## config.mk

```make
export PLATFORM = sky130hd
export DESIGN_NAME = pmst_ctrl
export DESIGN_NICKNAME = d
export VERILOG_FILES = /design/src/rtl/pmst_pkg.sv /design/src/rtl/pmst_ctrl.sv
export SDC_FILE = /design/constraint.sdc
export NUM_CORES = 1
export LEC_CHECK = 0
export BUFFER_PORTS_ARGS = -buffer_cell sky130_fd_sc_hd__buf_2
export CORE_AREA = 4 4 41 43
export CTS_CLUSTER_DIAMETER = 30
export CTS_CLUSTER_SIZE = 10
export DETAILED_ROUTE_END_ITERATION = 8
export DIE_AREA = 0 0 45 47
export SETUP_SLACK_MARGIN = 0.4
export SLEW_MARGIN = 30
export SYNTH_ARGS = -nofsm -noshare
export SYNTH_HDL_FRONTEND = slang
export SYNTH_SLANG_ARGS = --single-unit
```

## constraint.sdc

```tcl
create_clock -name clk -period 1.9 [get_ports clk]
set_input_delay 0.19 -clock clk [delete_from_list [all_inputs] [get_ports clk]]
set_output_delay 0.19 -clock clk [all_outputs]
set_load 0.02 [all_outputs]
```

## src/rtl/pmst_pkg.sv

```systemverilog
// ---------------------------------------------------------------------------
// pmst_pkg
// Shared constants, payload types and controller/datapath interface structs
// for the minimum spanning tree block.
// ---------------------------------------------------------------------------
`default_nettype none

package pmst_pkg;

	localparam int MAX_NODES = 16;
	localparam int VTX_W     = $clog2(MAX_NODES);
	localparam int CNT_W     = $clog2(MAX_NODES + 1);
	localparam int WGT_W     = 16;
	localparam int NC_W      = 5;
	localparam int ST_W      = 2;
	localparam int MAT_DEPTH = MAX_NODES * MAX_NODES;
	localparam int MAT_AW    = 2 * VTX_W;
	localparam int APB_AW    = 3;
	localparam int APB_DW    = 32;

	// opcodes of an input transaction
	localparam logic OP_WRITE = 1'b0;
	localparam logic OP_RUN   = 1'b1;

	// result status codes
	localparam logic [ST_W-1:0] ST_EDGE    = 2'd0;
	localparam logic [ST_W-1:0] ST_EMPTY   = 2'd1;
	localparam logic [ST_W-1:0] ST_DISCONN = 2'd2;

	// register index (paddr[2]) of node_count
	localparam logic REG_NODE_COUNT = 1'b0;

	typedef struct packed {
		logic             opcode;
		logic [VTX_W-1:0] row_index;
		logic [VTX_W-1:0] col_index;
		logic [WGT_W-1:0] edge_weight_in;
	} in_item_t;

	typedef struct packed {
		logic [ST_W-1:0]  status;
		logic [VTX_W-1:0] from_vertex;
		logic [VTX_W-1:0] to_vertex;
		logic [WGT_W-1:0] edge_weight_out;
		logic             last;
	} out_item_t;

	typedef struct packed {
		logic wr;     // store one matrix entry
		logic start;  // begin a run
		logic step;   // issue one matrix read of the scan
		logic emit;   // load the output register with a result
	} ctrl_cmd_t;

	typedef struct packed {
		logic single;     // configured count gives one vertex
		logic scan_last;  // current read address is the last of the round
		logic out_free;   // output register can take a result this cycle
		logic last_res;   // the pending result closes the run
	} ctrl_sts_t;

endpackage

`default_nettype wire

```

## src/rtl/pmst_ctrl.sv

```systemverilog
// ---------------------------------------------------------------------------
// pmst_ctrl
// Sequencer: takes input transactions, steps the matrix scan of each round
// and hands results to the output register.
// ---------------------------------------------------------------------------
`default_nettype none

module pmst_ctrl (
	input  wire logic                clk,
	input  wire logic                arst_n,
	input  wire logic                in_valid,
	input  wire logic                in_op,
	output logic                     in_stall,
	output pmst_pkg::ctrl_cmd_t      cmd,
	input  wire pmst_pkg::ctrl_sts_t sts
);
	import pmst_pkg::*;

	typedef enum logic [3:0] {
		S_IDLE = 4'b0001,
		S_SCAN = 4'b0010,
		S_WAIT = 4'b0100,
		S_EMIT = 4'b1000
	} state_t;

	state_t state_q, state_d;
	logic   fire;

	assign in_stall = (state_q != S_IDLE);
	assign fire     = in_valid && !in_stall;

	always_comb begin
		cmd       = '0;
		cmd.wr    = fire && (in_op == OP_WRITE);
		cmd.start = fire && (in_op == OP_RUN);
		cmd.step  = (state_q == S_SCAN);
		cmd.emit  = (state_q == S_EMIT) && sts.out_free;
	end

	always_comb begin
		state_d = state_q;
		case (state_q)
			S_IDLE: begin
				if (cmd.start) begin
					state_d = sts.single ? S_EMIT : S_SCAN;
				end
			end
			S_SCAN: begin
				if (sts.scan_last) begin
					state_d = S_WAIT;
				end
			end
			// let the last read of the round reach the compare
			S_WAIT: state_d = S_EMIT;
			S_EMIT: begin
				if (sts.out_free) begin
					state_d = sts.last_res ? S_IDLE : S_SCAN;
				end
			end
			default: state_d = S_IDLE;
		endcase
	end

	always_ff @(posedge clk or negedge arst_n) begin
		if (!arst_n) begin
			state_q <= S_IDLE;
		end else begin
			state_q <= state_d;
		end
	end

	a_emit_needs_room: assert property (@(posedge clk) disable iff (!arst_n)
		cmd.emit |-> sts.out_free)
		else $error("result loaded while output register still occupied");

	a_last_returns_idle: assert property (@(posedge clk) disable iff (!arst_n)
		cmd.emit && sts.last_res |=> state_q == S_IDLE && !in_stall)
		else $error("run did not end after its final result");

endmodule

`default_nettype wire

```

==> metrics, run 1 <==
drt total wl=1130 um; number of H-tree levels=1; worst path bufs/invs=3; final core occ=0.441; switching pwr=424 uW; Final setup viols=0; Worst Hold Class=in2reg; residual overflow from global routing=0; post-synthesis mux area share=0; standard-cell rows=13; Post-Synth Adder-Cell Area=0; Slew Viols, Final=0; root buffer cell=clkbuf_4; Clock power frac=0.131; hold violation total from the final report=0; worst reg2reg path startpoint=state_q[1]$_DFFE_PN0P_; power share of the sequential group=0.187; static leakage=0.000272 uW; DR vias=402; Final Skew=0.00197 ns; Worst path slowest cell=dfstp_2; Syn Area/Cell=8.73 um2; I/O Pins=13; DRT iter0 DRCs=8; sw frac=0.428; largest net degree at the start of global routing=10; Crit Path Max Fanout=3; Comb pwr share=0.682; # nets final=73; Power Dens Cells=1730 mW/mm2; R2R Setup Slk=0.38 ns; netlist area before placement=332 um2; maxcap violations=0; Multi-input gate area=236 um2; DIE HEIGHT=47 um; Post-Syn Instances=38; DP Wirelength=604 um; Yosys reg bits=4; Max Clock Freq=651 MHz; All-Layer GR Usage=0.109; Crit path required time=1.71 ns; fillers=134; Synth Area in Compound Gates=0.208; Distinct cells, synth=26; port buffer count=12; largest family of logic cells by synthesized area=simple AND/OR/NAND/NOR gates; Post-Synth XOR/XNOR Area=0; routed len/inst=14.3 um; DRC errors left=0; Hold Startpoint=sts[2]; Period Utilization, post-route=0.809; Top delay family on crit path=flip-flops; CP Capture Type=primary output; Core ar.=0.00130 mm2; outcome=finished, final reports clean; RSZ-0062 raised after global routing=true; clock net sink count=4; Slew headroom=0.828; CTS Buffer Depth=2; Hold Path Sink=state_q[1]$_DFFE_PN0P_; GPL Wtd Cong=0.770; synthesized netlist net count=46; kind of critical path=reg2out; Hold Crit Depth=2; Final ANT Viol Nets=0; drt pass-1 iters=4; Reg clk slew, reported paths=0.04 ns; maximum VDD drop=532 uV; data arrival time of the worst path=1.35 ns; die area=0.00212 mm2; reg2reg path depth=4; Final TNS setup=0 ns; Biggest register=state_q; ant diodes=0; Critical Path Source Type=flip-flop; initial antenna violation count=0; Area Growth Syn to Fin=73.2%; CTS tree=yes; post-synthesis sequential area ratio=0.306; number of global-route vias before repair=345; Ys Warns=0; simple logic cell fraction of the synthesized area=0.404; worst skew pair latency=0.25 ns; max reg flops=4; Slew @ Worst Pin=0.257 ns; Vias/cell=5.09; global-route wire length before repair=1450 um; Storage cell area=105 um2; layout cells sized above 1=0.609; Starting Density=0.255; total CTS buffers=3; biggest regs=state_q x4; worst r2r dst=state_q[1]$_DFFE_PN0P_; crit-path cells=nor4b_4 > buf_4 > inv_2 > buf_6; die width=45 um; internal power=567 uW; slowest stage delay, CP=0.53 ns; post-route minimum period=1.54 ns
-- per-stage QoR --
stage	setup WS, ns	instances	total power (uW)	area (um2)	hold WS, ns
2_1_floorplan	0.513	38	492	332	-0.106
3_3_place_gp	0.415	63	576	398	0.00255
3_5_place_dp	0.431	63	579	398	0.00171
4_1_cts	0.343	76	808	508	0.130
5_1_grt	0.290	79	1040	574	0.127
6_report	0.363	79	991	574	0.124
-- worst reg2reg max path: cells and delay by family (launching register included) --
kind                   cells  cell delay [ns]
AO/OA/AOI/OAI              2             0.41
flip-flops                 1             0.43
buffers and inverters      1             0.17
AND/OR/NAND/NOR            1             0.39
-- cell usage after synthesis, drive strengths merged --
| cell type | instances | area [um2] |
|---|---|---|
| nor3 | 1 | 5.00 |
| and4 | 1 | 8.76 |
| nor3b | 2 | 15.0 |
| o21a | 1 | 7.51 |
| inv | 4 | 15.0 |
| a211oi | 1 | 12.5 |
| o21ai | 1 | 5.00 |
| o41ai | 1 | 8.76 |
| nand4 | 1 | 6.26 |
| dfstp | 1 | 26.3 |
| buf | 2 | 12.5 |
| o31ai | 1 | 7.51 |
| and3 | 1 | 6.26 |
| a21oi | 2 | 10.0 |
| nand3 | 1 | 5.00 |
| nand2 | 3 | 11.3 |
| and3b | 1 | 8.76 |
| nand2b | 1 | 6.26 |
| dfrtp | 3 | 75.1 |
| or3b | 3 | 26.3 |
| a311oi | 1 | 8.76 |
| nor2 | 3 | 11.3 |
| o32ai | 1 | 8.76 |
| nor4b | 1 | 23.8 |
-- worst max path at each step --
stage                                start                endpoint  slack (ns)  cells after the start
finish              state_q[0]$_DFFE_PN1P_                in_stall        0.36                      4
floorplan           state_q[3]$_DFFE_PN0P_                  cmd[3]        0.51                      4
global placement    state_q[3]$_DFFE_PN0P_  state_q[1]$_DFFE_PN0P_        0.42                      3
global route        state_q[0]$_DFFE_PN1P_                  cmd[3]        0.29                      4
detailed placement  state_q[3]$_DFFE_PN0P_  state_q[1]$_DFFE_PN0P_        0.43                      3
CTS                 state_q[0]$_DFFE_PN1P_                  cmd[2]        0.34                      3
-- power by group through the flow --
stage	clock (uW)	combinational [uW]	sequential, uW
final	130	676	185
after global placement	0	359	217
after detailed placement	0	361	217
after global routing	134	717	187
after CTS	124	500	184
after floorplan	0	324	168
-- cells by family (layout without fill, tap and decap cells) --
family,after synthesis,in the layout
simple gates,19,19
buf+inv,6,32
flops,4,4
compound gates,9,9
-- routing by layer --
metal | share of wire | global-route usage | up-vias
met1 | 0.39 | 0.106 | 187
met2 | 0.49 | 0.161 | 16
met3 | 0.072 | 0.0498 | 5
li1 | - | - | 194
met4 | 0.039 | 0.123 | 0
met5 | 0 | 0 | -
-- final cells by class --
type | instances | area share
timing repair buffer | 24 | 0.301
multi-input combinational | 28 | 0.412
sequential | 4 | 0.183
tap | 15 | 0.0327
clock buffer | 4 | 0.0458
inverter | 4 | 0.0261
-- repair_timing --
item | 4_1_cts | 5_1_grt
setup endpoints to repair | 4 | 8
setup buffers | 8 | 3
hold buffers | 1 | 0
pin swaps | 2 | 6
hold endpoints to repair | 4 | 0
resized for setup | 6 | 13
-- placed cells by master (no fill, tap or decap), types with 2 or more instances in the layout --
| master | instances |
|---|---|
| nor2_4 | 2 |
| clkbuf_4 | 3 |
| nor3b_1 | 2 |
| inv_1 | 2 |
| dfrtp_2 | 3 |
| or3b_1 | 2 |
| nand2_1 | 3 |
| inv_2 | 2 |
| buf_6 | 2 |
| buf_4 | 14 |
| buf_2 | 7 |
Note: power is estimated with default switching activity, not from simulation.
==> run 2: changes to the inputs <==
ABC_AREA = 1   (was not set)
clock period = 1.3 ns   (was 1.9 ns; I/O delays follow)
==> run 2 against run 1 <==
Compared with the run above:
- the flow now finishes with violations (setup timing)
- setup slack worse by 0.41 ns
- die area stayed put
- via count is 8.2% lower
- largest cell class unchanged
- combinational power is 1% higher
- sequential power is 36% higher
==> metrics, run 2 <==
max reg flops=4 (unchanged); power share of the sequential group=0.226 (+0.039); post-synth top area share=0.228 (+0.00172); Synth top cells by count=nand2_1, inv_1, nor2_1; Clock power frac=0.157 (+0.026); maximum VDD drop=979 uV (+84%); hold violation total from the final report=0 (unchanged); violated checks=setup timing; die width=45 um (unchanged); Area Growth Syn to Fin=65.0%; # nets final=79 (+8.2%); Final setup viols=3 (+3); Biggest register=state_q; kind of critical path=reg2out; Crit path required time=1.17 ns (-0.54 ns); final setup margin=-0.0448 ns (-0.408 ns); Distinct cells, synth=16 (-38%); post-route minimum period=1.34 ns; DP Wirelength=628 um (+4.0%); Post-Syn Instances=51 (+34%); Slew headroom=0.836 (+0.00813); synthesized netlist net count=59 (+28%); port buffer count=12 (unchanged); fin cells=85 (+7.6%); worst reg2reg path startpoint=state_q[0]$_DFFE_PN1P_; die area=0.00212 mm2 (unchanged); Period Utilization, post-route=1.03; initial antenna violation count=0 (unchanged); fraction of registers with async set/reset=1.00 (unchanged); Starting Density=0.253 (-0.00192); Slew @ Worst Pin=0.246 ns (-0.0111 ns); standard-cell rows=13 (unchanged); DR vias=369 (-8.2%); Core ar.=0.00130 mm2 (unchanged); Comb pwr share=0.617 (-0.065); DRC errors left=0 (unchanged); outcome=finished, violations left; Slew Viols, Final=0 (unchanged); Final TNS setup=-0.0918 ns (-0.0918 ns); largest net degree at the start of global routing=6 (-4); Worst Hold Class=in2reg; DIE HEIGHT=47 um (unchanged); number of H-tree levels=1 (unchanged); Vias/cell=4.34 (-15%); drt pass-1 iters=4 (unchanged); root buffer cell=clkbuf_4; Final ANT Viol Nets=0 (unchanged); number of global-route vias before repair=373 (+8.1%); Final Skew=0.00636 ns (+0.00438 ns); Hold Startpoint=sts[2]; Critical Path Source Type=flip-flop; CP Capture Type=primary output; Max Clock Freq=744 MHz; layout cells sized above 1=0.571 (-0.0379); total power=1110 uW (+12%); Power Dens Cells=2040 mW/mm2 (+18%); Reg clk slew, reported paths=0.04 ns (about the same); most frequent cells in the layout=nand2_1, buf_2, inv_1, nor2_1, buf_4; Yosys reg bits=4 (unchanged); total CTS buffers=3 (unchanged); top cells by area, synth=dfrtp_1, nand2_1, inv_1; netlist area before placement=329 um2 (-0.75%); Ys Warns=0 (unchanged); maxcap violations=0 (unchanged); top-count cell post-synth=nand2_1; routed len/inst=9.68 um (-32%); worst skew pair latency=0.24 ns (about the same); ant diodes=0 (unchanged); most common cell after layout, fill and taps aside=nand2_1; final core occ=0.417 (-0.0240); CTS tree=yes; All-Layer GR Usage=0.103 (-0.00555); global-route wire length before repair=1460 um (+0.90%); DRT iter0 DRCs=9 (+1); CTS Buffer Depth=2 (unchanged); Synth Flop Type=dfrtp_1; internal power=561 uW (-1.1%); I/O Pins=13 (unchanged); sw frac=0.494 (+0.0665); switching pwr=548 uW (+29%); Syn Area/Cell=6.45 um2 (-26%); clock net sink count=4 (unchanged); final hold slack=0.160 ns (+0.0360 ns); Post-synth EDFFs=0 (unchanged); post-synthesis sequential area ratio=0.308 (+0.00232); placed insts=78 (+24%); static leakage=0.000287 uW (+5.5%); drt total wl=823 um (-27%); biggest regs=state_q x4; Crit Path Max Fanout=5 (+2); Critical Path Source=state_q[0]$_DFFE_PN1P_; cell taking the most area after synthesis=dfrtp_1; GPL Wtd Cong=0.706 (-8.3%); data arrival time of the worst path=1.21 ns (-0.14 ns); RSZ-0062 raised after global routing=true; residual overflow from global routing=0 (unchanged)
run 2: area by class of cell:
cell class              instances  area, um2
fillers                       142        758
repair buffers                 15        103
well taps                      15       18.8
flip-flops and latches          4        104
clock buffers                   4       26.3
inverters                      10       37.5
multi-input cells              37        254
run 2: power by group through the flow:
stage | combinational [uW] | sequential, uW | clock, uW
after floorplan | 463 | 230 | 0
after global placement | 584 | 237 | 0
after detailed placement | 581 | 240 | 0
after CTS | 618 | 237 | 182
after global routing | 764 | 257 | 197
final | 685 | 251 | 174
run 2: worst paths after layout:
kind / endpoint / slack, ns / depth (start not counted)
min in group asynchronous: state_q[1]$_DFFE_PN0P_ / 0.22 / 2
setup / recovery: cmd[2] / -0.04 / 3
setup reg to reg: state_q[0]$_DFFE_PN1P_ / 0.05 / 9
hold reg to reg: state_q[0]$_DFFE_PN1P_ / 0.67 / 4
hold / removal: state_q[1]$_DFFE_PN0P_ / 0.16 / 4
max in group asynchronous: state_q[0]$_DFFE_PN1P_ / 0.87 / 2
run 2: layer usage:
| layer | share of wire | GRT usage | vias to the layer above | routed length, um |
|---|---|---|---|---|
| met2 | 0.50 | 0.169 | 14 | 412 |
| met4 | 0.016 | 0.0702 | 0 | 13 |
| li1 | - | - | 191 | - |
| met1 | 0.39 | 0.0963 | 161 | 320 |
| met5 | 0 | 0 | - | 0 |
| met3 | 0.094 | 0.0613 | 3 | 77 |
run 2: what timing repair did:
item,4_1_cts,5_1_grt
setup buffers,0,2
gates resized for setup,6,10
setup endpoints to repair,9,9
hold buffers,1,0
hold endpoints to repair,4,0
pin swaps,2,4
run 2: per-stage QoR:
stage,setup WS (ns),instance area [um2]
final,-0.0448,543
after detailed placement,0.119,442
after floorplan,0.161,363
after global routing,-0.106,543
after CTS,-0.0530,498
after global placement,0.123,442
run 2: critical path, cell delays in order, from the launching register on:
cell and delay [ns]:
dfstp_2 0.58, nand3_4 0.12, nor3_2 0.12, buf_4 0.16
run 2: logic make-up after synthesis:
| logic type | after synthesis | synth area share |
|---|---|---|
| buffers and inverters | 10 | 0.114 |
| DFF | 4 | 0.308 |
| and+or+nand+nor | 34 | 0.521 |
| AOI/OAI and AO/OA | 3 | 0.0570 |
==> run 3: changes to the inputs <==
CORE_AREA = 2 2 39 41   (was 4 4 41 43)
DIE_AREA = 0 0 41 43   (was 0 0 45 47)
==> run 3 against run 2 <==
Compared with the run above:
- the flow still finishes with violations (setup timing)
- critical path depth stayed put
- largest power group unchanged
- core utilization down 3.5 points
- die area shrank 17%
- first-iteration DRC count down 100%
- final cell count rose by 1.2%
- highest routed layer unchanged
- clock power up 2%
- fmax rose by 1.4%
- clock skew increased by 0.0046 ns
- cell area shrank 2.5%
- combinational power increased by 3.1%
- via count shrank 3.3%
- worst hold slack better by 0.0088 ns
==> metrics, run 3 (same netlist as run 2, synthesis figures left out) <==
most frequent cells in the layout=nand2_1, inv_1, buf_2, nor2_1; ant diodes=0 (unchanged); worst path bufs/invs=1 (unchanged); Power Dens Cells=2110 mW/mm2 (+3.4%); pre-CTS WS=0.116 ns (-0.00319 ns); Worst path slowest cell=dfstp_2; DR vias=357 (-3.3%); R2R Setup Slk=0.02 ns (-0.03 ns); Crit Path Max Fanout=4 (-1); Slew Viols, Final=0 (unchanged); residual overflow from global routing=0 (unchanged); maximum VDD drop=555 uV (-43%); Biggest register=state_q; DIE HEIGHT=43 um (-8.5%); data arrival time of the worst path=1.20 ns (about the same); CTS tree=yes; worst reg2reg path startpoint=state_q[0]$_DFFE_PN1P_; maxcap violations=0 (unchanged); Slew @ Worst Pin=0.174 ns (-0.0716 ns); DRT iter0 DRCs=0 (-9); standard-cell rows=14 (+1); Max Clock Freq=754 MHz (+1.4%); number of H-tree levels=1 (unchanged); Period Utilization, post-route=1.02 (-0.0139); Worst Hold Class=in2reg; kind of critical path=reg2out; most common cell after layout, fill and taps aside=nand2_1; fillers=151 (+6.3%); Core ar.=0.00138 mm2 (+6.3%); crit-path cells=nand3_4 > nor3_2 > buf_4; final setup margin=-0.0267 ns (+0.0180 ns); Final ANT Viol Nets=0 (unchanged); layout cells sized above 1=0.500 (-0.0714); Vias/cell=4.15 (-4.4%); RSZ-0062 raised after global routing=true; Hold Startpoint=sts[2]; slowest stage delay, CP=0.57 ns (about the same); worst r2r dst=state_q[1]$_DFFE_PN0P_; Final Skew=0.0109 ns (+0.00456 ns); Reg clk slew, reported paths=0.03 ns (about the same); hold violation total from the final report=0 (unchanged); Hold Crit Depth=4 (unchanged); drt total wl=737 um (-10%); initial antenna violation count=0 (unchanged); violated checks=setup timing; CP Capture Type=primary output; Top delay family on crit path=flip-flops; max reg flops=4 (unchanged); die area=0.00176 mm2 (-17%); CTS Buffer Depth=2 (unchanged); Starting Density=0.238 (-0.0151); total power=1120 uW (+0.75%); All-Layer GR Usage=0.101 (-0.00220); I/O Pins=13 (unchanged); largest net degree at the start of global routing=5 (-1); biggest regs=state_q x4; routed len/inst=8.57 um (-11%); die width=41 um (-8.9%); port buffer count=12 (unchanged); DP Wirelength=605 um (-3.6%); Slew headroom=0.884 (+0.0475); GPL Wtd Cong=0.804 (+14%); Storage cell area=101 um2 (-2.4%); worst skew pair latency=0.25 ns (about the same); post-route minimum period=1.33 ns (-0.0180 ns); outcome=finished, violations left; final core occ=0.382 (-0.0348); DRC errors left=0 (unchanged); Final setup viols=3 (unchanged); total CTS buffers=3 (unchanged); Area Growth Syn to Fin=60.8%; clock net sink count=4 (unchanged); Hold Path Sink=state_q[1]$_DFFE_PN0P_; Multi-input gate area=241 um2 (-4.9%); Critical Path Source=state_q[0]$_DFFE_PN1P_; reg2reg path depth=6 (-3); # nets final=79 (unchanged); number of global-route vias before repair=325 (-13%); Critical Path Source Type=flip-flop; static leakage=0.000284 uW (-1.1%); Crit path required time=1.17 ns (about the same); global-route wire length before repair=1170 um (-20%); root buffer cell=clkbuf_4; drt pass-1 iters=1 (-3)
-- run 3: routing by layer --
layer  routed length [um]  global-route usage  part of all wire  vias to the layer above
li1                     -                   -                 -                      194
met1                  309               0.114              0.42                      153
met2                  378               0.156              0.51                        8
met3                   24                   0             0.033                        2
met4                   25               0.100             0.034                        0
met5                    0                   0                 0                        -
-- run 3: metrics by stage --
step | area (um2) | TNS (ns) | hold slack (ns) | instances
2_1_floorplan | 363 | 0 | -0.166 | 51
3_3_place_gp | 443 | 0 | -0.0657 | 79
3_5_place_dp | 443 | 0 | -0.0646 | 79
4_1_cts | 520 | -0.0832 | 0.173 | 86
5_1_grt | 529 | -0.421 | 0.185 | 86
6_report | 529 | -0.0735 | 0.169 | 86
-- run 3: worst max path at each step --
stage	end	slack, ns	cells after the start
6_report	cmd[3]	-0.03	3
5_1_grt	cmd[2]	-0.11	4
2_1_floorplan	state_q[3]$_DFFE_PN0P_	0.16	5
3_3_place_gp	state_q[0]$_DFFE_PN1P_	0.12	8
3_5_place_dp	state_q[0]$_DFFE_PN1P_	0.12	8
4_1_cts	cmd[3]	-0.03	4
-- run 3: layout make-up --
class | instances | share of cell area
Sequential cell | 4 | 0.191
Clock buffer | 4 | 0.0496
Multi-Input combinational cell | 37 | 0.456
Inverter | 10 | 0.0709
Tap cell | 16 | 0.0378
Timing Repair Buffer | 15 | 0.194
-- run 3: timing repair --
item | in CTS | in global routing
pin swaps | 2 | 0
setup buffers | 2 | 0
hold endpoints to repair | 4 | 0
gates resized for setup | 7 | 2
setup endpoints to repair | 9 | 9
hold buffers | 1 | 0
-- run 3: worst register-to-register path: stages, from the launching register on --
cell and delay (ns):
dfstp_2 0.57, nand3_4 0.11, buf_4 0.16, a21oi_4 0.17
nor2_4 0.05, nand2_1 0.06, nand2_1 0.05
-- run 3: power by group --
| group | internal [uW] | switching [uW] |
|---|---|---|
| clock | 116 | 61.8 |
| sequential | 183 | 51.1 |
| combinational | 284 | 422 |
